`src/hdl/ffba_ram.sv`:
```
module ffba_ram #(
    parameter int WIDTH = 8,
    parameter int DEPTH = 256
) (
    input  logic                     clk,
    input  logic                     we,
    input  logic [$clog2(DEPTH)-1:0] waddr,
    input  logic [WIDTH-1:0]         wdata,
    input  logic                     re,
    input  logic [$clog2(DEPTH)-1:0] raddr,
    output logic [WIDTH-1:0]         rdata
);

    logic [WIDTH-1:0] mem [DEPTH];

    always_ff @(posedge clk)
    begin
        if (we)
        begin
            mem[waddr] <= wdata;
        end
        if (re)
        begin
            rdata <= mem[raddr];
        end
    end

endmodule

```
`config.mk`:
```
export PLATFORM = sky130hd
export DESIGN_NAME = ffba_ram
export DESIGN_NICKNAME = d
export VERILOG_FILES = /design/src/hdl/ffba_ram.sv
export SDC_FILE = /design/constraint.sdc
export NUM_CORES = 2
export LEC_CHECK = 0
export ABC_AREA = 1
export ABC_CLOCK_PERIOD_IN_PS = 1900
export BUFFER_PORTS_ARGS = -buffer_cell sky130_fd_sc_hd__buf_2
export CAP_MARGIN = 20
export CORE_ASPECT_RATIO = 0.5
export CORE_MARGIN = 3
export CORE_UTILIZATION = 35
export CTS_BUF_LIST = sky130_fd_sc_hd__clkbuf_8 sky130_fd_sc_hd__clkbuf_16
export CTS_CLUSTER_SIZE = 28
export DETAILED_ROUTE_END_ITERATION = 8
export PLACE_DENSITY = 0.52
export SKIP_CTS_REPAIR_TIMING = 1
export SLEW_MARGIN = 20
export SYNTH_ARGS = -nofsm -noshare
export SYNTH_HDL_FRONTEND = slang
export SYNTH_SLANG_ARGS = --single-unit
```
`constraint.sdc`:
```
create_clock -name clk -period 1.9 [get_ports clk]
set_input_delay 0 -clock clk [delete_from_list [all_inputs] [get_ports clk]]
set_output_delay 0 -clock clk [all_outputs]
set_load 0.05 [all_outputs]
```
==> run_results.csv <==
group,metric,value,unit
clock_network,cts_inserted_buffers,199,
final_layout,final_cells,10800,
place,dp.cells,10400,
logic_synthesis,synth-edff-count,2056,
clock_network,worstSkewPairLatency,850,ps
sta,fmax,546,MHz
logic_synthesis,synthCells,7003,
clock_network,htree_num_levels,4,
sta,finalSetupViolCount,0,
logic_synthesis,synth_top_cell_by_area,"edfxtp_1",
floorplan,die_height,351,um
outcome,status,"complete, but fails checks",
hold_path,hold_class,"in -> reg",
logic_synthesis,ys.flop_type,"edfxtp_1",
floorplan,die_area,0.245,mm2
clock_network,cts_tree,"yes",
logic_synthesis,synthTopCellsByArea,"edfxtp_1, nand3_1, nand2_1",
logic_synthesis,synth_most_common_cell,"nand2_1",
sta,rsz0062_at_grt,"true",
clock_network,path_clk_slew,70,ps
routing,routed_wl,251000,um
place,gp_congestion,0.851,
floorplan,start_util,0.353,
final_layout,fill_cells,22100,
routing,wl_per_cell,23.3,um
critical_path,worstPathRequired,2480,ps
clock_network,clk_path_buf_depth,4,
sta,max_slew_margin,0.595,
final_layout,multiInputGateArea,0.0194,mm2
routing,num_vias,56000,
logic_synthesis,synth_cell_type_count,13,
logic_synthesis,synth.top_cells.by_count,"nand2_1, edfxtp_1, nand3_1",
logic_synthesis,synth_top_area_share,0.740,
critical_path,crit_type,"reg -> reg",
global_route,grt_max_degree,87,
routing,first_iter_violations,6228,
logic_synthesis,ys_seq_area_frac,0.740,
logic_synthesis,yosys_warnings,0,
final_layout,nNetsFinal,7513,
floorplan,dieWidth,697,um
power,vdd_drop_max,0.000604,V
sta,finalHoldViolCount,8,
place,hpwl,159000,um
global_route,grt_pass1_vias,52900,
final_layout,register_area,0.0617,mm2
global_route,grt_usage,0.202,
clock_network,clkSinkCount,2056,
global_route,grt_overflow,0,
sta,slew_viol_final,0,
place,place_area,0.0926,mm2
job,cap_violations,0,
power,power.leakage,35.5,nW
routing,vias_per_cell,5.19,
final_layout,syn_to_final_growth,19.0,%
sta,worstMarginPinSlew,608,ps
logic_synthesis,ys_seq_elements,2056,
routing,ant_nets,0,
final_layout,design_area,0.0993,mm2
logic_synthesis,synth.avg_cell_area,11.9,um2
place,io_buffers,34,
logic_synthesis,synth_nets,7030,
routing,firstDrtPassIters,5,
global_route,antenna_found_initial,6,
sta,holdWs,-345,ps
critical_path,path_max_fanout,1,
critical_path,crit_path_start_kind,"flip-flop",
floorplan,io_pins,35,
sta,fin_crit,1830,ps
power,power_density,964,mW/mm2
floorplan,core,0.236,mm2
logic_synthesis,syn_area,0.0835,mm2
logic_synthesis,async_flop_share,0,
outcome,violations,"negative hold slack",
floorplan,num_rows,126,
global_route,grt_pass1_wl,366000,um
final_layout,drive_gt1_frac,0.144,
critical_path,end_kind,"flip-flop",
routing,drc_errors,0,
sta,min_period_over_period,0.964,
critical_path,arrival,2410,ps
sta,clock_skew,72.6,ps
clock_network,cts-root-buf,"clkbuf_16",
[final timing paths]
check	start	endpoint	slack (ps)	cells after the start
worst min-delay path	raddr[7]	rdata[2]$_DFFE_PP_	-340	3
worst min register to register	mem[218][2]$_DFFE_PP_	rdata[2]$_DFFE_PP_	1070	10
worst max-delay path	mem[79][7]$_DFFE_PP_	rdata[7]$_DFFE_PP_	70	10
worst max register to register	mem[79][7]$_DFFE_PP_	rdata[7]$_DFFE_PP_	70	10
[registers in the layout, summed over array words and instances, names as in the netlist]
signal	cells
mem	2048
rdata	8
[worst max-delay path, cell delays in order, from the launching register on]
cell,delay (ps)
edfxtp_1,370
nand2_1,70
nand3_1,80
nand3_1,120
nand3_1,140
nand3_1,220
nand3_2,180
nand3_4,160
nand2_1,100
nand2_1,70
nand2_1,60
[through the flow]
stage	setup WS (ps)	utilization	setup TNS, ps	total power, W
6_report	68.5	0.420	0	0.0957
5_1_grt	-1.50	0.420	-2.96	0.0988
4_1_cts	-184	0.418	-360	0.0963
3_5_place_dp	-647	0.392	-4020	0.0578
3_3_place_gp	-647	0.392	-4090	0.0578
2_1_floorplan	409	-	0	0.0542
[cells in the final DEF, fill, tap and decap left out, types with 7 or more instances in the layout]
master / n
buf_2: 21
nand3_2: 49
clkinv_1: 43
nor2_1: 283
buf_4: 565
clkinvlp_4: 7
edfxtp_1: 2056
inv_1: 76
buf_12: 155
dlygate4sd3_1: 11
nand2_2: 18
nand2_1: 2104
clkbuf_16: 204
bufinv_16: 17
nand3_1: 1969
clkinv_2: 37
buf_8: 11
[final cells by class]
type                       instances  share of cell area
sequential                      2056               0.622
multi-input combinational       4425               0.196
timing repair buffer             765              0.0780
clock buffer                     204              0.0514
tap                             3136              0.0395
clock inverter                   152              0.0116
inverter                          39             0.00181
antenna                            5            0.000126
[routing by layer]
| metal | track usage | vias up | wire length [um] |
|---|---|---|---|
| li1 | - | 25900 | - |
| met1 | 0.295 | 27800 | 113000 |
| met2 | 0.317 | 1912 | 115000 |
| met3 | 0.0304 | 332 | 17400 |
| met4 | 0.0479 | 0 | 5670 |
| met5 | 0 | - | 0 |
[kinds of logic (layout without fill, tap and decap cells)]
| logic type | count (synthesis) | in the layout | synth area share |
|---|---|---|---|
| simple gates | 4425 | 4425 | 0.229 |
| flops | 2056 | 2056 | 0.740 |
| buf+inv | 522 | 1160 | 0.0312 |
| other cells | 0 | 5 | 0 |
[report_power, final]
part	switching, W	leakage [nW]	internal [W]	total, W
clock	0.0171	3.23	0.0217	0.0388
sequential	0.0000437	18.5	0.0500	0.0500
combinational	0.00477	13.8	0.00211	0.00688
(Power assumes the default switching activity.)
